$ cat src/sv/ugbp_pkg.sv
// Shared types and constants for the uniform grid broad-phase unit.
// No dependencies.
package ugbp_pkg;

  localparam int MAX_ENTITIES = 64;
  localparam int GRID_DIM     = 32;
  localparam int GRID_BITS    = $clog2(GRID_DIM);
  localparam int NUM_CELLS    = GRID_DIM * GRID_DIM;
  localparam int CELL_AW      = $clog2(NUM_CELLS);
  localparam int ID_W         = 6;
  localparam int POS_W        = 24;
  localparam int EXT_W        = 22;
  localparam int CFG_W        = 23;
  localparam int MASK_W       = 64;
  localparam int RECT_W       = 4 * GRID_BITS;
  localparam int DELTA_W      = 26;
  localparam int REM_W        = DELTA_W - 1;
  localparam int SHW          = CFG_W + GRID_BITS + 1;
  localparam int KW           = $clog2(GRID_BITS + 1);

  localparam logic [1:0] OP_UPDATE = 2'd0;
  localparam logic [1:0] OP_REMOVE = 2'd1;
  localparam logic [1:0] OP_QUERY  = 2'd2;

  localparam logic [1:0] CFG_HALF_X    = 2'd0;
  localparam logic [1:0] CFG_HALF_Y    = 2'd1;
  localparam logic [1:0] CFG_CELL_SIZE = 2'd2;

  typedef enum logic [1:0] {
    CMD_UPDATE,
    CMD_REMOVE,
    CMD_QUERY,
    CMD_NOP
  } cmd_kind_e;

  typedef struct packed {
    logic [GRID_BITS-1:0] x0;
    logic [GRID_BITS-1:0] y0;
    logic [GRID_BITS-1:0] x1;
    logic [GRID_BITS-1:0] y1;
  } rect_t;

  typedef struct packed {
    cmd_kind_e       kind;
    logic [ID_W-1:0] id;
    rect_t           rect;
    logic            clamped;
  } cmd_t;

  typedef enum logic [1:0] {
    F_IDLE,
    F_LOAD,
    F_DIV,
    F_PUSH
  } front_state_e;

  typedef enum logic [2:0] {
    B_CLEAR,
    B_IDLE,
    B_LOAD,
    B_RD,
    B_WR,
    B_DONE
  } back_state_e;

  typedef enum logic [1:0] {
    W_CLR,
    W_SET,
    W_OR
  } walk_mode_e;

endpackage

$ cat src/sv/ugbp_fifo.sv
// Two-entry command queue between front and back end.
// Uses ugbp_pkg.
module ugbp_fifo (
  input  logic           clk_i,
  input  logic           rst_ni,
  input  logic           push_i,
  input  ugbp_pkg::cmd_t data_i,
  output logic           full_o,
  input  logic           pop_i,
  output logic           valid_o,
  output ugbp_pkg::cmd_t data_o
);
  import ugbp_pkg::*;

  cmd_t       mem_q [2];
  logic       wp_q, wp_d, rp_q, rp_d;
  logic [1:0] cnt_q, cnt_d;

  always_comb begin
    wp_d  = push_i ? !wp_q : wp_q;
    rp_d  = pop_i ? !rp_q : rp_q;
    cnt_d = cnt_q + {1'b0, push_i} - {1'b0, pop_i};
  end

  always_ff @(posedge clk_i or negedge rst_ni) begin
    if (!rst_ni) begin
      wp_q  <= 1'b0;
      rp_q  <= 1'b0;
      cnt_q <= '0;
    end else begin
      wp_q  <= wp_d;
      rp_q  <= rp_d;
      cnt_q <= cnt_d;
    end
  end

  always_ff @(posedge clk_i) begin
    if (push_i) begin
      mem_q[wp_q] <= data_i;
    end
  end

  assign full_o  = (cnt_q == 2'd2);
  assign valid_o = (cnt_q != 2'd0);
  assign data_o  = mem_q[rp_q];

endmodule

$ cat config.mk
export PLATFORM = sky130hd
export DESIGN_NAME = ugbp_fifo
export DESIGN_NICKNAME = d
export VERILOG_FILES = /design/src/sv/ugbp_pkg.sv /design/src/sv/ugbp_fifo.sv
export SDC_FILE = /design/constraint.sdc
export NUM_CORES = 1
export LEC_CHECK = 0
export ABC_AREA = 1
export BUFFER_PORTS_ARGS = -buffer_cell sky130_fd_sc_hd__buf_4
export CORE_UTILIZATION = 46
export CTS_CLUSTER_SIZE = 30
export DETAILED_ROUTE_END_ITERATION = 6
export PLACE_DENSITY = 0.74
export SLEW_MARGIN = 10
export SYNTH_ARGS = -nofsm -noshare
export SYNTH_HDL_FRONTEND = slang
export SYNTH_SLANG_ARGS = --single-unit
$ cat constraint.sdc
create_clock -name clk_i -period 2.05 [get_ports clk_i]
set_input_delay 0.41 -clock clk_i [delete_from_list [all_inputs] [get_ports clk_i]]
set_output_delay 0.41 -clock clk_i [all_outputs]
set_load 0.01 [all_outputs]
# [Word level (Yosys, flattened, before mapping)]
# Memories as Yosys holds them, arrays and structs flattened.
# Cells that the tools add are included.
[word_totals] mem_count=1 mem_bits_rw=58 latchBits=0 wordCells=12 out_inout_bits=31 regBits=4 in_bits=33 rom_bits=0
[classes] mux=2 div=0 reduce_logical=3 n_shift=0 eq_ne=1 mul=0 add_sub_neg=2 n_bitwise=0 magnitude_cmp=0
[mem_list] name="mem_q" depth=2 width=29 read_ports=1 rd_clocked_by_memory_dff=0 wr=1 line="ugbp_fifo.sv:15" rtl="cmd_t mem_q [2];"
[ops] cell="2-bit by 1-bit adder with 2-bit output" n=1
[ops] cell="2-bit == test, second input constant" n=1
[ops] cell="1-bit zero test" n=2
[ops] cell="1-bit two-way mux" n=2
[ops] cell="2-bit nonzero test" n=1
[ops] cell="2-bit by 1-bit subtractor with 2-bit output" n=1

# [Longest topological paths before layout]
[logic_depth] depth_word=2 ltp_mapped=7 ltp_nobuf=7

# [Least setup slack after synthesis]
# No wires, ideal clock.
[synth_timing] path_kind="input-to-reg" from="in push_i" to="mem mem_q[0][0] (netlist bit), enable pin" required_ps=1635 slack_ps=-40 path_stages=2 t_arrival_ps=1674 setup_ps=415 n_path_buf=0 path_cell_list="inv_1 nor2_1"
[synth_between] elab_chain_len=2
[synth_lines] item="start, declared" line="ugbp_fifo.sv:6" rtl="input logic push_i,"
[synth_lines] item="1-bit two-way mux" line="ugbp_fifo.sv:38" rtl="if (push_i) begin"
[synth_lines] item="1-bit two-way mux (implied by the code)" line="ugbp_fifo.sv:39" rtl="mem_q[wp_q] <= data_i;"
[synth_lines] item="end, declared" line="ugbp_fifo.sv:15"
# No other way between the ends.

==> results.txt <==
The buffer type at the clock tree root is sky130_fd_sc_hd__clkbuf_8. The first detailed-routing pass took 4 iterations. Yosys printed 0 warnings.

Synthesis produced a netlist with a net count of 211. Across the run, the number of max-cap violations was 0. In the final layout, the multi-input gates occupy 342.8 µm². Yosys attributes the largest share of cell area to sky130_fd_sc_hd__edfxtp_1 (74%), sky130_fd_sc_hd__inv_1 (5.7%), sky130_fd_sc_hd__nand2_1 (5.7%), sky130_fd_sc_hd__dfrtp_1 (4.3%), sky130_fd_sc_hd__o21ai_0 (4.0%).

The analysis attributes to cell leakage a power of 0.001350 µW. The synthesized design contains 62 register bits. The largest family of logic cells by synthesized area was buffers and inverters. In this run the mean area of a mapped cell was 13.36 µm². The logs give 0.004664 ns for the clock skew after layout and 2421 µm for the HPWL after detailed placement. After detailed placement, the total cell area comes to 2940 µm².

The vertical die dimension was 73.49 µm; the number of routed nets with antenna violations was 0. sky130_fd_sc_hd__edfxtp_1 takes more of the synthesized area than any other cell. The logs give 0.7513 for the routability congestion estimate from global placement and 2351 µm² for the post-synthesis instance area. The logs give 0 for the max-slew violation total from the final report and 1290 for the number of global-route vias before repair. Once the clock tree was built, the setup fixing pass inserted 0 buffers. Clock-pin slew was measured on the worst setup and hold paths at 0.06 ns. Detail-routed net length per standard cell: 11.06 µm.

For this block, the routed nets add up to 3549 µm of wire. The tools report the relative max-transition margin as 74.03%. Post-CTS repair changed the size of 0 cells. The total number of H-tree levels is 3.

The cell that appears most often on the critical path is sky130_fd_sc_hd__buf_4. In this run the deepest clock path goes through 2 buffers. In this run the tool buffered the top-level ports with 63 buffer cells. The clock network latency to the later pin of the worst-skew pair is 0.31 ns.

The tools report the kind of end point of the critical path as an output port. The number of failing hold endpoints at the final stage is 0. Initial antenna violation count: 0.

The worst path meets setup with 0.1955 ns of slack. Fraction of post-synthesis cell area in the top cell type by area: 74.08%. The worst setup path is launched from a flip-flop.

The number of different library cells used by synthesis comes to 13. In the synthesized netlist, the number of instances is 176. The die width is 73.49 µm. Detailed routing inserted a total of 1410 vias. Summing all non-filler instances in the final layout gives an area of 3098 µm². The count of standard-cell rows is 25. For this run, design rule violations remaining after detail routing come to 0.

Summing the areas of all compound-gate instances in the mapped netlist gives 6.173% of the synthesized area. Summing all flip-flop and latch instances after layout gives 1843 µm². The total area inside the core boundary comes to 4817 µm².

During I/O placement, the number of pins put on the boundary was 64. The run gives 0 as the final number of setup-violating endpoints. The critical path is of the flip-flop to output port type. The tools report the data required time at the worst endpoint as 1.64 ns. Multiplexer cells account for 0% of the synthesized area. The setup TNS came out at 0 ns. Setup repair after global routing left no endpoint under its margin. The time the worst path needs with I/O delays and setup is 1.855 ns. Prior to clock tree synthesis, the placed netlist has a worst setup slack of 0.5186 ns. Adder-cell share of the synthesized area: 1.064%. The worst path uses 90.46% of the clock period. The signal on the critical path passes through buf_4 -> o21ai_0 -> buf_4. Global routing used 14.48% of the available tracks across all layers. On the worst path, the slowest cell contributes a delay of 0.55 ns. For the number of design-rule violations left by the first detailed-router iteration, the log shows 77. The largest fanout on the critical path works out to 23. At the pin with the least slew margin, the transition time is 0.3896 ns. The final layout contains 285 nets. For this design, the sink count on the clock tree is 62. Based on the critical path, the design can be clocked at up to 539.2 MHz. Dividing the detail-routed via count by the number of cells gives 4.393. The cell type of the slowest stage on the worst timing path is sky130_fd_sc_hd__dfrtp_2. The filler cells instantiated in the layout total 378. The floorplan step defined a die boundary enclosing 5401 µm². Relative to the synthesized area, the layout overhead comes to 31.77%. The flow ran to the end, and the final reports show no timing, DRC or antenna violations.

For the worst setup path, the data arrival time is 1.44 ns. The fraction of layout cells with a size suffix above 1 came out at 31.50%. The global-route congestion overflow total came out at 0.

IR analysis of the VDD net gives a maximum drop of 0.7134 mV. The tools report the global-route wire length before repair as 5520 µm. TritonCTS built the clock tree. The number of clock buffers added by TritonCTS is 9. 0 antenna diodes ended up in the layout. The fraction of the mapped netlist area in simple logic gates was 6.280%; the share of the yosys chip area belonging to registers was 78.34%. Power spread over the standard cell area amounts to 1280 nW/µm². The pin count of the biggest net entering global routing is 33, and the effective utilization at floorplan is 48.81%.

After Yosys synthesis, XOR and XNOR cells account for 0.7451% of the synthesized area. The worst hold path belongs to the class input pin to flip-flop.
==> state kept, by name (all words and copies together) (netlist names) <==
register,count
cnt_q,2
mem_q,58
wp_q,1
rp_q,1
==> layer usage <==
| metal | share of wire [%] | vias to the layer above | GRT usage [%] |
|---|---|---|---|
| met5 | 0 | - | 0 |
| met4 | 1.0 | 0 | 8.333 |
| met3 | 5.5 | 4 | 4.664 |
| met2 | 52 | 40 | 24.97 |
| met1 | 42 | 639 | 15.57 |
| li1 | - | 727 | - |
==> critical path: cells and delay by family (launching register included) <==
family / cells / cell delay (ns)
buffers and inverters: 2 / 0.38
AO/OA/AOI/OAI: 1 / 0.21
flip-flops: 1 / 0.55
==> through the flow <==
stage / utilization (%) / total power (µW) / instances / hold WS (ns)
final: 64.31 / 3966 / 321 / 0.2799
after global routing: 64.31 / 4232 / 321 / 0.2586
after CTS: 64.31 / 4031 / 321 / 0.2606
after detailed placement: 61.04 / 3213 / 305 / 0.2133
after global placement: 61.04 / 3179 / 305 / 0.2120
after floorplan: - / 2511 / 176 / 0.1144
==> synthesized netlist by cell type <==
master	n
sky130_fd_sc_hd__buf_6	1
sky130_fd_sc_hd__nand3_1	1
sky130_fd_sc_hd__xor2_1	2
sky130_fd_sc_hd__edfxtp_1	58
sky130_fd_sc_hd__o21ai_1	10
sky130_fd_sc_hd__dfrtp_1	4
sky130_fd_sc_hd__inv_1	36
sky130_fd_sc_hd__nor2_1	2
sky130_fd_sc_hd__buf_2	4
sky130_fd_sc_hd__o21ai_0	19
sky130_fd_sc_hd__nand2_1	36
sky130_fd_sc_hd__ha_1	2
sky130_fd_sc_hd__buf_4	1
==> cells in the final DEF, fill, tap and decap left out, types with 3 or more instances in the layout <==
cell,count
sky130_fd_sc_hd__dfrtp_1,3
sky130_fd_sc_hd__clkbuf_1,3
sky130_fd_sc_hd__inv_1,36
sky130_fd_sc_hd__buf_4,66
sky130_fd_sc_hd__o21ai_1,10
sky130_fd_sc_hd__clkbuf_8,9
sky130_fd_sc_hd__nand2_1,36
sky130_fd_sc_hd__edfxtp_1,58
sky130_fd_sc_hd__o21ai_0,19
==> power breakdown <==
part / internal (µW) / switching (µW)
clock: 422 / 383
combinational: 646 / 693
sequential: 1690 / 133
==> worst paths after layout <==
path                       slack, ns                endpoint        startpoint  cells after the start
min reg2reg                     0.55        wp_q$_DFFE_PN0P_  wp_q$_DFFE_PN0P_                      1
max reg2reg                     0.78  mem_q[1][22]$_DFFE_PP_  wp_q$_DFFE_PN0P_                      3
max                             0.20               data_o[4]  rp_q$_DFFE_PN0P_                      3
min in group asynchronous       0.43        wp_q$_DFFE_PN0P_            rst_ni                      2
min                             0.28  mem_q[0][11]$_DFFE_PP_        data_i[11]                      1
max in group asynchronous       1.50        rp_q$_DFFE_PN0P_            rst_ni                      2
==> final cells by class <==
class	count	area share [%]
Clock buffer	12	4.362
Clock inverter	3	0.4039
Inverter	36	4.362
Multi-Input combinational cell	72	11.07
Sequential cell	62	59.49
Tap cell	67	2.706
Timing Repair Buffer	69	17.61
==> cells by family after synthesis <==
group	after synthesis
AOI/OAI and AO/OA	29
xor gates and xnor gates	2
adders and majority gates	2
buffers and inverters	42
DFF	62
and+or+nand+nor	39
==> timing repair <==
action	CTS	global route
setup endpoints to repair	0	0
endpoints found under the hold margin	4	0
hold buffers	1	0
No activity file was read; power rests on OpenSTA's default activity.
