### config.mk
export PLATFORM = sky130hd
export DESIGN_NAME = ugbp_front
export DESIGN_NICKNAME = d
export VERILOG_FILES = /design/src/sv/ugbp_pkg.sv /design/src/sv/ugbp_front.sv
export SDC_FILE = /design/constraint.sdc
export NUM_CORES = 1
export LEC_CHECK = 0
export BUFFER_PORTS_ARGS = -buffer_cell sky130_fd_sc_hd__buf_2
export CORE_MARGIN = 2
export CORE_UTILIZATION = 50
export DETAILED_ROUTE_END_ITERATION = 8
export PLACE_DENSITY = 0.74
export SLEW_MARGIN = 10
export SYNTH_ARGS = -nofsm -noshare
export SYNTH_HDL_FRONTEND = slang
export SYNTH_SLANG_ARGS = --single-unit
### constraint.sdc
create_clock -name clk_i -period 5.7 [get_ports clk_i]
set_input_delay 1.71 -clock clk_i [delete_from_list [all_inputs] [get_ports clk_i]]
set_output_delay 1.71 -clock clk_i [all_outputs]
set_load 0.01 [all_outputs]
### src/sv/ugbp_pkg.sv
// Shared types and constants for the uniform grid broad-phase unit.
// No dependencies.
package ugbp_pkg;

  localparam int MAX_ENTITIES = 64;
  localparam int GRID_DIM     = 32;
  localparam int GRID_BITS    = $clog2(GRID_DIM);
  localparam int NUM_CELLS    = GRID_DIM * GRID_DIM;
  localparam int CELL_AW      = $clog2(NUM_CELLS);
  localparam int ID_W         = 6;
  localparam int POS_W        = 24;
  localparam int EXT_W        = 22;
  localparam int CFG_W        = 23;
  localparam int MASK_W       = 64;
  localparam int RECT_W       = 4 * GRID_BITS;
  localparam int DELTA_W      = 26;
  localparam int REM_W        = DELTA_W - 1;
  localparam int SHW          = CFG_W + GRID_BITS + 1;
  localparam int KW           = $clog2(GRID_BITS + 1);

  localparam logic [1:0] OP_UPDATE = 2'd0;
  localparam logic [1:0] OP_REMOVE = 2'd1;
  localparam logic [1:0] OP_QUERY  = 2'd2;

  localparam logic [1:0] CFG_HALF_X    = 2'd0;
  localparam logic [1:0] CFG_HALF_Y    = 2'd1;
  localparam logic [1:0] CFG_CELL_SIZE = 2'd2;

  typedef enum logic [1:0] {
    CMD_UPDATE,
    CMD_REMOVE,
    CMD_QUERY,
    CMD_NOP
  } cmd_kind_e;

  typedef struct packed {
    logic [GRID_BITS-1:0] x0;
    logic [GRID_BITS-1:0] y0;
    logic [GRID_BITS-1:0] x1;
    logic [GRID_BITS-1:0] y1;
  } rect_t;

  typedef struct packed {
    cmd_kind_e       kind;
    logic [ID_W-1:0] id;
    rect_t           rect;
    logic            clamped;
  } cmd_t;

  typedef enum logic [1:0] {
    F_IDLE,
    F_LOAD,
    F_DIV,
    F_PUSH
  } front_state_e;

  typedef enum logic [2:0] {
    B_CLEAR,
    B_IDLE,
    B_LOAD,
    B_RD,
    B_WR,
    B_DONE
  } back_state_e;

  typedef enum logic [1:0] {
    W_CLR,
    W_SET,
    W_OR
  } walk_mode_e;

endpackage

### src/sv/ugbp_front.sv
// Front end: accepts items, computes clamped cell rectangles with a shared
// restoring divider, and pushes commands to the queue. Uses ugbp_pkg.
module ugbp_front (
  input  logic                       clk_i,
  input  logic                       rst_ni,
  input  logic                       in_valid_i,
  output logic                       in_ready_o,
  input  logic [1:0]                 opcode_i,
  input  logic [ugbp_pkg::ID_W-1:0]  entity_id_i,
  input  logic [ugbp_pkg::POS_W-1:0] pos_x_i,
  input  logic [ugbp_pkg::POS_W-1:0] pos_y_i,
  input  logic [ugbp_pkg::EXT_W-1:0] half_w_i,
  input  logic [ugbp_pkg::EXT_W-1:0] half_h_i,
  input  logic [ugbp_pkg::CFG_W-1:0] grid_half_x_i,
  input  logic [ugbp_pkg::CFG_W-1:0] grid_half_y_i,
  input  logic [ugbp_pkg::CFG_W-1:0] cell_size_i,
  output logic                       push_o,
  output ugbp_pkg::cmd_t             cmd_o,
  input  logic                       full_i
);
  import ugbp_pkg::*;

  front_state_e         state_q, state_d;
  cmd_kind_e            kind_q, kind_d;
  logic [ID_W-1:0]      id_q, id_d;
  logic [POS_W-1:0]     px_q, px_d, py_q, py_d;
  logic [EXT_W-1:0]     ew_q, ew_d, eh_q, eh_d;
  logic [1:0]           j_q, j_d;
  logic [KW-1:0]        k_q, k_d;
  logic [REM_W-1:0]     rem_q, rem_d;
  logic                 neg_q, neg_d;
  logic [GRID_BITS-1:0] qt_q, qt_d;
  logic [GRID_BITS-1:0] idx_q [4];
  logic [GRID_BITS-1:0] idx_d [4];
  logic                 clamp_q, clamp_d;

  logic [CFG_W-1:0]     cs;
  logic [SHW-1:0]       dvs;
  logic                 trial;
  logic [DELTA_W-1:0]   delta;
  logic                 accept;
  logic                 fin;
  logic [GRID_BITS-1:0] fin_idx;

  assign accept = in_valid_i && in_ready_o;
  assign cs     = (cell_size_i == '0) ? CFG_W'(1) : cell_size_i;
  assign dvs    = SHW'(cs) << k_q;
  assign trial  = SHW'(rem_q) >= dvs;

  always_comb begin
    logic [DELTA_W-1:0] base;
    logic [DELTA_W-1:0] half;
    logic [DELTA_W-1:0] ext;
    base  = j_q[0] ? DELTA_W'($signed(py_q)) : DELTA_W'($signed(px_q));
    half  = j_q[0] ? DELTA_W'(grid_half_y_i) : DELTA_W'(grid_half_x_i);
    ext   = j_q[0] ? {(DELTA_W-1)'(eh_q), 1'b0} : {(DELTA_W-1)'(ew_q), 1'b0};
    delta = base + half + (j_q[1] ? ext : '0);
  end

  always_comb begin
    unique case (state_q)
      F_IDLE: begin
        if (accept) begin
          state_d = (opcode_i == OP_UPDATE || opcode_i == OP_QUERY) ? F_LOAD : F_PUSH;
        end else begin
          state_d = F_IDLE;
        end
      end
      F_LOAD:  state_d = F_DIV;
      F_DIV:   state_d = (fin && j_q == 2'd3) ? F_PUSH : (fin ? F_LOAD : F_DIV);
      F_PUSH:  state_d = full_i ? F_PUSH : F_IDLE;
      default: state_d = F_IDLE;
    endcase
  end

  always_comb begin
    fin     = 1'b0;
    fin_idx = qt_q;
    kind_d  = kind_q;
    id_d    = id_q;
    px_d    = px_q;
    py_d    = py_q;
    ew_d    = ew_q;
    eh_d    = eh_q;
    j_d     = j_q;
    k_d     = k_q;
    rem_d   = rem_q;
    neg_d   = neg_q;
    qt_d    = qt_q;
    idx_d   = idx_q;
    clamp_d = clamp_q;
    unique case (state_q)
      F_IDLE: begin
        if (accept) begin
          unique case (opcode_i)
            OP_UPDATE: kind_d = CMD_UPDATE;
            OP_REMOVE: kind_d = CMD_REMOVE;
            OP_QUERY:  kind_d = CMD_QUERY;
            default:   kind_d = CMD_NOP;
          endcase
          id_d    = entity_id_i;
          px_d    = pos_x_i;
          py_d    = pos_y_i;
          ew_d    = half_w_i;
          eh_d    = half_h_i;
          j_d     = 2'd0;
          clamp_d = 1'b0;
        end
      end
      F_LOAD: begin
        rem_d = delta[REM_W-1:0];
        neg_d = delta[DELTA_W-1];
        k_d   = KW'(GRID_BITS);
        qt_d  = '0;
      end
      F_DIV: begin
        if (k_q == KW'(GRID_BITS)) begin
          if (neg_q || trial) begin
            fin     = 1'b1;
            fin_idx = neg_q ? '0 : GRID_BITS'(GRID_DIM - 1);
            clamp_d = 1'b1;
          end else begin
            k_d = k_q - 1'b1;
          end
        end else begin
          if (trial) begin
            rem_d = rem_q - REM_W'(dvs);
          end
          fin_idx = qt_q | (trial ? (GRID_BITS'(1) << k_q) : '0);
          qt_d    = fin_idx;
          if (k_q == '0) begin
            fin = 1'b1;
          end else begin
            k_d = k_q - 1'b1;
          end
        end
        if (fin) begin
          idx_d[j_q] = fin_idx;
          j_d        = j_q + 1'b1;
        end
      end
      F_PUSH: ;
      default: ;
    endcase
  end

  always_ff @(posedge clk_i or negedge rst_ni) begin
    if (!rst_ni) begin
      state_q <= F_IDLE;
    end else begin
      state_q <= state_d;
    end
  end

  always_ff @(posedge clk_i) begin
    kind_q  <= kind_d;
    id_q    <= id_d;
    px_q    <= px_d;
    py_q    <= py_d;
    ew_q    <= ew_d;
    eh_q    <= eh_d;
    j_q     <= j_d;
    k_q     <= k_d;
    rem_q   <= rem_d;
    neg_q   <= neg_d;
    qt_q    <= qt_d;
    idx_q   <= idx_d;
    clamp_q <= clamp_d;
  end

  assign in_ready_o   = (state_q == F_IDLE);
  assign push_o       = (state_q == F_PUSH) && !full_i;
  assign cmd_o.kind   = kind_q;
  assign cmd_o.id     = id_q;
  assign cmd_o.rect   = '{x0: idx_q[0], y0: idx_q[1], x1: idx_q[2], y1: idx_q[3]};
  assign cmd_o.clamped = clamp_q && (kind_q == CMD_UPDATE || kind_q == CMD_QUERY);

endmodule

## Word level (Yosys, flattened, before mapping)

Cells that the tools add are included.

| cells by class | value |
|---|---|
| magnitude comparators | 3 |
| reductions and logical operators | 23 |
| equality and inequality tests | 16 |
| bitwise gates (word level) | 2 |
| add/subtract/negate cells | 5 |
| multiplexer cells | 41 |
| shift-type cells | 2 |

Operators by type and width:

| operator | number |
|---|---|
| 23-bit two-way mux | 4 |
| 26-bit by 23-bit adder with 26-bit output | 2 |
| 25-bit two-way mux | 2 |
| 25-bit one-hot mux with 2 select lines | 1 |
| 5-bit two-way mux | 7 |
| 25-bit by 29-bit greater-or-equal comparator with 1-bit output | 1 |
| 23-bit by 3-bit left shift with 29-bit output | 1 |
| 26-bit two-way mux | 1 |
| 25-bit subtractor | 1 |
| 23-bit zero test | 1 |
| 20-bit bitwise mux | 1 |
| 2-bit two-way mux | 7 |
| 5-bit demux with 2-bit select | 1 |
| 2-bit == test (second input constant) | 5 |
| 2-bit inequality test (second input constant) | 5 |
| 5-bit one-hot mux with 2 select lines | 1 |
| 3-bit two-way mux | 3 |
| 3-bit AND reduction | 3 |
| 1-bit two-way mux | 8 |
| 2-bit one-hot mux with 4 select lines | 1 |
| 2-bit zero test | 3 |
| 3-bit inequality test (second input constant) | 2 |
| 2-bit one-hot mux with 3 select lines | 1 |
| 3-bit one-hot mux with 2 select lines | 1 |
| other kinds (19) | 29 |

| word-level totals | value |
|---|---|
| bits in registers | 159 |
| output and inout bits | 31 |
| input bits | 173 |
| logic and storage cells | 109 |

## Depth between registers and ports, before layout

Gate-level depths: netlist (run 1).

| depth | value |
|---|---|
| depth in word-level cells | 12 |
| depth in mapped cells | 18 |
| mapped depth without buffers | 16 |

## Least setup slack after synthesis (run 1)

OpenSTA, ideal clock, no wires.

| timing | value |
|---|---|
| path type | input-to-reg |
| start point | input cell_size_i[8] (netlist name) |
| end point | register rem_q[0] (enable) |
| setup slack | 0.400 ns |
| stages | 16 |
| arrival time | 4.928 ns |
| path buffers | 1 |
| library setup time | 0.372 ns |
| data required time | 5.328 ns |
| cell sequence | nor4_1 -> nand4_1 -> o21bai_1 -> mux2i_1 -> o21ai_0 -> nand2_1 -> o31a_1 -> ha_1 -> a21o_1 -> or3_4 -> o211a_1 -> nor3b_2 -> nor3_1 -> or2_4 -> buf_2 -> o21a_1 |

| between the ends | value |
|---|---|
| longest elaborated chain between the ends | 6 |

Ends and longest elaborated chain:

| what | line | source |
|---|---|---|
| start, declared | ugbp_front.sv:16 | `input logic [ugbp_pkg::CFG_W-1:0] cell_size_i,` |
| 23-bit zero test | ugbp_front.sv:46 | `assign cs = (cell_size_i == '0) ? CFG_W'(1) : cell_size_i;` |
| 23-bit two-way mux (*) | ugbp_front.sv:46 |  |
| 23-bit by 3-bit left shift with 29-bit output (*) | ugbp_front.sv:47 | `assign dvs = SHW'(cs) << k_q;` |
| 25-bit by 29-bit greater-or-equal comparator with 1-bit output (*) | ugbp_front.sv:48 | `assign trial = SHW'(rem_q) >= dvs;` |
| 2-bit inequality test (no source line) (*) | -- |  |
| 3-bit AND reduction (no source line) (*) | -- |  |
| end signal, assigned | ugbp_front.sv:164 | `rem_q <= rem_d;` |
| end, declared | ugbp_front.sv:30 | `logic [REM_W-1:0] rem_q, rem_d;` |

Every way passes the cells marked *; elsewhere a longest branch is shown, timed or not.
A chain may end at the register's enable or synchronous reset.

## Final worst setup path (run 1)

| timing | value |
|---|---|
| start point | input cell_size_i[8] (netlist name) |
| end point | register k_q[2] (enable) |

| between the ends | value |
|---|---|
| longest elaborated chain between the ends | 7 |

Ends and longest elaborated chain:

| what | line | source |
|---|---|---|
| 23-bit zero test | ugbp_front.sv:46 |  |
| 23-bit two-way mux (*) | ugbp_front.sv:46 |  |
| 23-bit by 3-bit left shift with 29-bit output (*) | ugbp_front.sv:47 |  |
| 25-bit by 29-bit greater-or-equal comparator with 1-bit output (*) | ugbp_front.sv:48 |  |
| 1-bit logical OR (*) | ugbp_front.sv:118 | `if (neg_q \|\| trial) begin` |
| 3-bit inequality test (no source line) (*) | -- |  |
| 3-bit AND reduction (no source line) (*) | -- |  |
| end signal, assigned | ugbp_front.sv:163 | `k_q <= k_d;` |
| end, declared | ugbp_front.sv:29 | `logic [KW-1:0] k_q, k_d;` |

Marks and branches as above.

==> out/results.ini, run 1 <==
[run_status]
status = completed

[routing]
detail_route.vias_per_cell = 5.43
dr.pass1.iters = 5
num_vias = 7272
drc_errors = 0
routedWlPerCell_um = 15.9
drt_iter0_markers = 441
ant_nets = 0
drt_wl_total_mm = 21.4

[clock_tree]
cts_tree = done
postCtsHoldBufs = 0
cts_buffers = 17
clock-sinks = 159
clockBufferDepth = 2
post-cts-setup-buffers = 0
htreeDepth = 4
post_cts_resized = 0
clk_pin_slew_ns = 0.07
clockRootBuffer = clkbuf_16
clk_latency_ns = 0.43

[hold_path]
min_from = qt_q[1]
whs_endpoint = qt_q[1]
holdPathStages = 2
hp-class = flop to flop

[timing]
slew_violations = 0
layout_min_cycle_time_ns = 5.21
grt_setup_unrepaired = no
max_freq_mhz = 192
final.period_utilization = 0.914
slew-limit-headroom = 0.357
hold_slack_ns = 0.582
hold_viol = 0
setup_ws_ns = 0.488
setup_viol = 0
fin_worst_skew_ns = 0.00999
timing.setup.tns_ns = 0
worstMarginPinSlew_ns = 0.965

[floorplan]
core_area_sq_mm = 0.0200
initial_core_util = 0.506
die_width_um = 146
io_pins = 204
placementRows = 52
die_area_sq_mm = 0.0214
die_y_um = 146

[placement]
post-place-ws_ns = 0.106
port_buffers = 203
hpwl_mm = 16.0
place.gp.congestion = 0.904
dp_cells = 1308

[global_route]
grt_max_degree = 73
grt_pass1_vias = 7183
grt_pass1_wl_mm = 34.8
track_usage = 0.202
antenna_found_initial = 0
overflow = 0

[synth]
avgSynthCellArea_sq_um = 11.8
synth_ff_type = edfxtp_1
netlist_area_sq_mm = 0.0101
ys_seq_elements = 159
synthArstFlopShare = 0.0126
synth.distinct_cells = 63
synth_edf_count = 157
synth_nets = 1120
yosysWarnings = 0
ys_seq_area_frac = 0.470
syn-instance-count = 860

[critical_path]
worstRegToRegCells = 11
endpoint_kind = flop
r2r_slack_ns = 1.13
crit_arrival_ns = 5.36
r2r_end = rem_q[22]
timing.rr.start = j_q[0]
start_kind = primary input
path_max_fanout = 5
required_ns = 5.85
crit_type = primary input to flop

[final_layout]
layout.nets = 1317
diodes = 0
synthToLayoutAreaGrowth_pct = 18.7
multiInputGateArea_sq_mm = 0.00516
fill_cells = 1673
drive_above_1_share = 0.296
final_cells = 1340
final-seq-area_sq_mm = 0.00476

[flow_run]
max_cap_violations = 0

[final cells by class]
| class | instances | area share |
|---|---|---|
| multi-input cells | 643 | 0.428 |
| flip-flops and latches | 159 | 0.396 |
| repair buffers | 216 | 0.0956 |
| clock buffers | 17 | 0.0353 |
| well taps | 270 | 0.0281 |
| clock inverters | 15 | 0.0107 |
| inverters | 20 | 0.00623 |
[cells by family (layout without fill, tap and decap cells)]
| logic type | Yosys count | after routing | share of synthesized area |
|---|---|---|---|
| AO/OA/AOI/OAI | 208 | 208 | 0.130 |
| XOR/XNOR | 38 | 38 | 0.0328 |
| adder cells (fa/ha/maj) | 87 | 87 | 0.125 |
| buffers and inverters | 58 | 268 | 0.0218 |
| flip-flops | 159 | 159 | 0.470 |
| multiplexers | 107 | 107 | 0.123 |
| AND/OR/NAND/NOR | 203 | 203 | 0.0978 |
[how the worst max path moves through the flow]
stage                          startpoint       end  cells after the start
final                      cell_size_i[8]    k_q[2]                     18
after global routing      cell_size_i[20]    k_q[2]                     18
after CTS                  cell_size_i[8]    k_q[1]                     18
after detailed placement   cell_size_i[8]    k_q[1]                     18
after global placement     cell_size_i[0]    k_q[1]                     18
after floorplan            cell_size_i[8]  rem_q[0]                     16
[critical path, cell delays in order]
cell and delay [ns]:
buf_2 0.13, nor4_1 0.29, nand4_1 0.13, o21bai_1 0.26, mux2i_1 0.11, o21ai_0 0.22
nand2_1 0.09, o31a_1 0.12, ha_1 0.34, a21o_1 0.19, or3_4 0.33, o211a_1 0.25
nor3b_2 0.20, nor3_1 0.12, o311ai_2 0.37, nand2_1 0.18, o21ai_0 0.17, buf_4 0.15
[routing by layer]
metal	routed length, um	GRT usage
met1	9850	0.279
met2	10100	0.325
met3	1010	0.0363
met4	420	0.0670
met5	0	0
[cells in the final DEF, fill, tap and decap left out, drive strengths merged, types with 24 or more instances in the layout]
master    n
ha       63
inv      25
o21ai    42
nand2    49
edfxtp  157
a21oi    66
buf     216
nor2     59
mux2     48
mux2i    50
fa       24
[flip-flops by register name, indices dropped and copies added, names as in the netlist]
name	count
rem_q	25
px_q	24
py_q	24
eh_q	22
ew_q	22
cmd_o	20
id_q	6
qt_q	5
k_q	3
j_q	2
kind_q	2
state_q	2
clamp_q	1
neg_q	1
[through the flow]
step | cell area (sq um) | utilization
final | 12000 | 0.601
after global routing | 12000 | 0.601
after CTS | 12000 | 0.601
after detailed placement | 11500 | 0.573
after global placement | 11500 | 0.573
after floorplan | 10100 | -
[synthesized netlist by cell type, types with 3 or more instances]
| cell type | instances | area share |
|---|---|---|
| or3_1 | 3 | 0.0019 |
| nor4_1 | 6 | 0.0037 |
| o21bai_1 | 10 | 0.0074 |
| buf_2 | 3 | 0.0015 |
| mux2_2 | 48 | 0.053 |
| clkbuf_1 | 30 | 0.011 |
| nor2_1 | 59 | 0.022 |
| xnor2_1 | 21 | 0.018 |
| nor2b_1 | 14 | 0.0086 |
| and3_1 | 10 | 0.0062 |
| ha_1 | 63 | 0.078 |
| and2_1 | 6 | 0.0037 |
| o31ai_1 | 3 | 0.0022 |
| nand2_1 | 49 | 0.018 |
| o211ai_1 | 3 | 0.0022 |
| edfxtp_1 | 157 | 0.46 |
| a21oi_1 | 65 | 0.032 |
| a21o_1 | 17 | 0.013 |
| mux2i_1 | 50 | 0.049 |
| o21a_1 | 12 | 0.0089 |
| o31a_1 | 5 | 0.0043 |
| inv_1 | 18 | 0.0067 |
| a211oi_1 | 12 | 0.0089 |
| buf_1 | 5 | 0.0019 |
| nand2b_1 | 7 | 0.0043 |
| a31oi_1 | 15 | 0.0093 |
| o211a_1 | 3 | 0.0030 |
| o21ai_0 | 40 | 0.020 |
| fa_1 | 24 | 0.047 |
| mux4_2 | 9 | 0.020 |
| nor3_1 | 17 | 0.0084 |
| nand4_1 | 9 | 0.0056 |
| nand3_1 | 9 | 0.0044 |
| or2_2 | 4 | 0.0025 |
| xor2_1 | 17 | 0.015 |
Power of run 1 is not shown: default switching activity piles up to over one toggle a cycle in this logic, so the estimate is an artifact.
==> run 2, diff against run 1 <==
--- a/config.mk
+++ b/config.mk
@@ -5,7 +5,7 @@
 export SDC_FILE = /design/constraint.sdc
 export NUM_CORES = 1
 export LEC_CHECK = 0
-export BUFFER_PORTS_ARGS = -buffer_cell sky130_fd_sc_hd__buf_2
+export BUFFER_PORTS_ARGS = -buffer_cell sky130_fd_sc_hd__buf_4
 export CORE_MARGIN = 2
 export CORE_UTILIZATION = 50
 export DETAILED_ROUTE_END_ITERATION = 8
==> run 2 against run 1 <==
  * Clock skew grew 0.00095 ns
  * Non-clock buffer count grew 1
  * Fmax up 0.73%
  * Global-route usage is 0.28 points higher
  * Critical path depth did not move
  * Sequential cell count unchanged
  * Setup slack better by 0.038 ns
  * Worst hold slack improved by 0.0087 ns
  * Via count up 2.0%
  * Highest routed layer unchanged
==> out/results.ini, run 2 (synthesis gave the netlist of run 1 again) <==
[final_layout]
fill_cells = 1634  ; was 1673
stdcell_area_sq_mm = 0.0126  ; was 0.0120 sq mm
largestRegisters = rem_q (25), px_q (24), py_q (24)  ; unchanged
top_register = rem_q  ; unchanged
final_cell_mix = buf_4, edfxtp_1, a21oi_1  ; was buf_2, edfxtp_1, a21oi_1
diodes = 0  ; unchanged
final-seq-area_sq_mm = 0.00476  ; unchanged
drive_above_1_share = 0.297  ; was 0.296
final_common_cell = buf_4  ; was buf_2
fin_util = 0.629  ; was 0.601
largest_reg_flops = 25  ; unchanged
synthToLayoutAreaGrowth_pct = 24.2  ; was 18.7%
multiInputGateArea_sq_mm = 0.00516  ; unchanged
layout.nets = 1318  ; was 1317

[hold_path]
min_from = qt_q[4]  ; was qt_q[1]
hp-class = flop to flop  ; unchanged
whs_endpoint = qt_q[4]  ; was qt_q[1]
holdPathStages = 2  ; unchanged

[timing]
max_freq_mhz = 193  ; was 192 MHz
hold_slack_ns = 0.591  ; was 0.582 ns
slew-limit-headroom = 0.485  ; was 0.357
layout_min_cycle_time_ns = 5.17  ; was 5.21 ns
timing.setup.tns_ns = 0  ; unchanged
setup_viol = 0  ; unchanged
worstMarginPinSlew_ns = 0.772  ; was 0.965 ns
setup_ws_ns = 0.525  ; was 0.488 ns
fin_worst_skew_ns = 0.0109  ; was 0.00999 ns
slew_violations = 0  ; unchanged
hold_viol = 0  ; unchanged
grt_setup_unrepaired = no  ; unchanged
final.period_utilization = 0.908  ; was 0.914

[routing]
dr.pass1.iters = 5  ; unchanged
routedWlPerCell_um = 16.2  ; was 15.9 um
detail_route.vias_per_cell = 5.53  ; was 5.43
num_vias = 7420  ; was 7272
ant_nets = 0  ; unchanged
drt_wl_total_mm = 21.8  ; was 21.4 mm
drc_errors = 0  ; unchanged
drt_iter0_markers = 498  ; was 441

[placement]
place.gp.congestion = 0.906  ; was 0.904
port_buffers = 203  ; unchanged
placed_cell_area_sq_mm = 0.0120  ; was 0.0115 sq mm
post-place-ws_ns = 0.107  ; was 0.106 ns
hpwl_mm = 16.3  ; was 16.0 mm

[critical_path]
endpoint_kind = flop  ; unchanged
crit_arrival_ns = 5.32  ; was 5.36 ns
path_cells = buf_4 -> nor3_1 -> nand4_1 -> o21bai_1 -> mux2i_1 -> o21ai_0 -> nand2_1 -> o31a_1 -> ha_1 -> a21o_1 -> or3_4 -> o211a_1 -> nor3b_2 -> nor3_1 -> o311ai_2 -> nand2_1 -> o21ai_0 -> buf_4  ; was buf_2 -> nor4_1 -> nand4_1 -> o21bai_1 -> mux2i_1 -> o21ai_0 -> nand2_1 -> o31a_1 -> ha_1 -> a21o_1 -> or3_4 -> o211a_1 -> nor3b_2 -> nor3_1 -> o311ai_2 -> nand2_1 -> o21ai_0 -> buf_4
max_stage_delay_ns = 0.36  ; was 0.37 ns
r2r_slack_ns = 1.18  ; was 1.13 ns
worstRegToRegCells = 12  ; was 11
crit_type = primary input to flop  ; unchanged
timing.rr.start = j_q[0]  ; unchanged
slowest_stage = o311ai_2  ; unchanged
worst-path-buf-inv = 2  ; unchanged
critical_path.top_delay_family = compound AO/OA/AOI/OAI gates  ; unchanged
path_max_fanout = 5  ; unchanged
required_ns = 5.85  ; about the same
start_kind = primary input  ; unchanged
r2r_end = rem_q[24]  ; was rem_q[22]

[global_route]
overflow = 0  ; unchanged
antenna_found_initial = 0  ; unchanged
grt_pass1_vias = 7299  ; was 7183
track_usage = 0.205  ; was 0.202
grt_max_degree = 40  ; was 73
grt_pass1_wl_mm = 35.3  ; was 34.8 mm

[pwr]
intPower_mw = 5.20
switching_share = 0.437
power_frac_clock = 0.129
p_comb_frac = 0.648
sequentialPowerShare = 0.223
p_switching_mw = 4.03
peakVddDrop_mv = 0.346
p_leak_nw = 5.13
power_density_mw_per_mm2 = 733

[clock_tree]
clk_pin_slew_ns = 0.06  ; was 0.07 ns
post-cts-setup-buffers = 0  ; unchanged
clock-sinks = 159  ; unchanged
cts_tree = done  ; unchanged
clk_latency_ns = 0.43  ; about the same
htreeDepth = 4  ; unchanged
clockRootBuffer = clkbuf_16  ; unchanged
post_cts_resized = 0  ; unchanged
cts_buffers = 17  ; unchanged
postCtsHoldBufs = 0  ; unchanged
clockBufferDepth = 2  ; unchanged

[flow_run]
max_cap_violations = 0  ; unchanged

[floorplan]
io_pins = 204  ; unchanged
die_width_um = 146  ; unchanged
die_y_um = 146  ; unchanged
die_area_sq_mm = 0.0214  ; unchanged
initial_core_util = 0.506  ; unchanged
placementRows = 52  ; unchanged
core_area_sq_mm = 0.0200  ; unchanged

[run_status]
status = completed  ; unchanged

[run 2: cell types whose count changed in the layout (fill, tap and decap cells not counted)]
cell / before / now
buf_12: 3 / 2
buf_2: 203 / 0
buf_4: 10 / 215
bufinv_16: 0 / 3
clkbuf_1: 0 / 1
clkinv_1: 2 / 1
clkinv_2: 1 / 2
clkinv_4: 6 / 3
inv_6: 3 / 4
inv_8: 3 / 1
[run 2: per-layer routing]
| layer | vias to the layer above | global-route usage | part of all wire |
|---|---|---|---|
| li1 | 3652 | - | - |
| met1 | 3524 | 0.291 | 0.47 |
| met2 | 226 | 0.323 | 0.46 |
| met3 | 18 | 0.0378 | 0.052 |
| met4 | 0 | 0.0636 | 0.014 |
| met5 | - | 0 | 0 |
[run 2: area by class of cell]
| class | count | share of cell area |
|---|---|---|
| Sequential cell | 159 | 0.378 |
| Inverter | 20 | 0.00596 |
| Clock inverter | 14 | 0.0143 |
| Clock buffer | 18 | 0.0341 |
| Multi-Input combinational cell | 643 | 0.409 |
| Tap cell | 270 | 0.0268 |
| Timing Repair Buffer | 217 | 0.131 |
[run 2: through the flow]
| stage | std cells | total power, mW |
|---|---|---|
| after floorplan | 860 | 6.66 |
| after global placement | 1309 | 7.94 |
| after detailed placement | 1309 | 7.99 |
| after CTS | 1341 | 9.24 |
| after global routing | 1341 | 10.0 |
| final | 1341 | 9.24 |
[run 2: worst max path at each step]
| stage | start | endpoint | slack, ns | cells after the start |
|---|---|---|---|---|
| floorplan | cell_size_i[8] | rem_q[0] | 0.40 | 16 |
| global placement | cell_size_i[20] | k_q[2] | 0.17 | 18 |
| detailed placement | cell_size_i[20] | k_q[0] | 0.11 | 18 |
| CTS | cell_size_i[20] | k_q[2] | 0.53 | 18 |
| global route | cell_size_i[20] | k_q[2] | 0.21 | 18 |
| finish | cell_size_i[20] | k_q[2] | 0.53 | 18 |
[run 2: worst reg2reg max path, delay by kind of cell (launching register included)]
| family | cells | cell delay (ns) |
|---|---|---|
| mux | 2 | 0.51 |
| xor+xnor | 1 | 0.21 |
| flops | 1 | 0.78 |
| fa+ha+maj | 2 | 0.84 |
| buf+inv | 1 | 0.35 |
| compound gates | 6 | 1.55 |
[run 2: power groups by stage]
stage / sequential [mW] / combinational (mW) / clock [mW]
after CTS: 2.07 / 5.97 / 1.21
after global routing: 2.10 / 6.67 / 1.25
after floorplan: 2.03 / 4.64 / 0
final: 2.06 / 5.98 / 1.19
after detailed placement: 2.09 / 5.90 / 0
after global placement: 2.07 / 5.87 / 0
No activity file was read; power rests on OpenSTA's default activity.
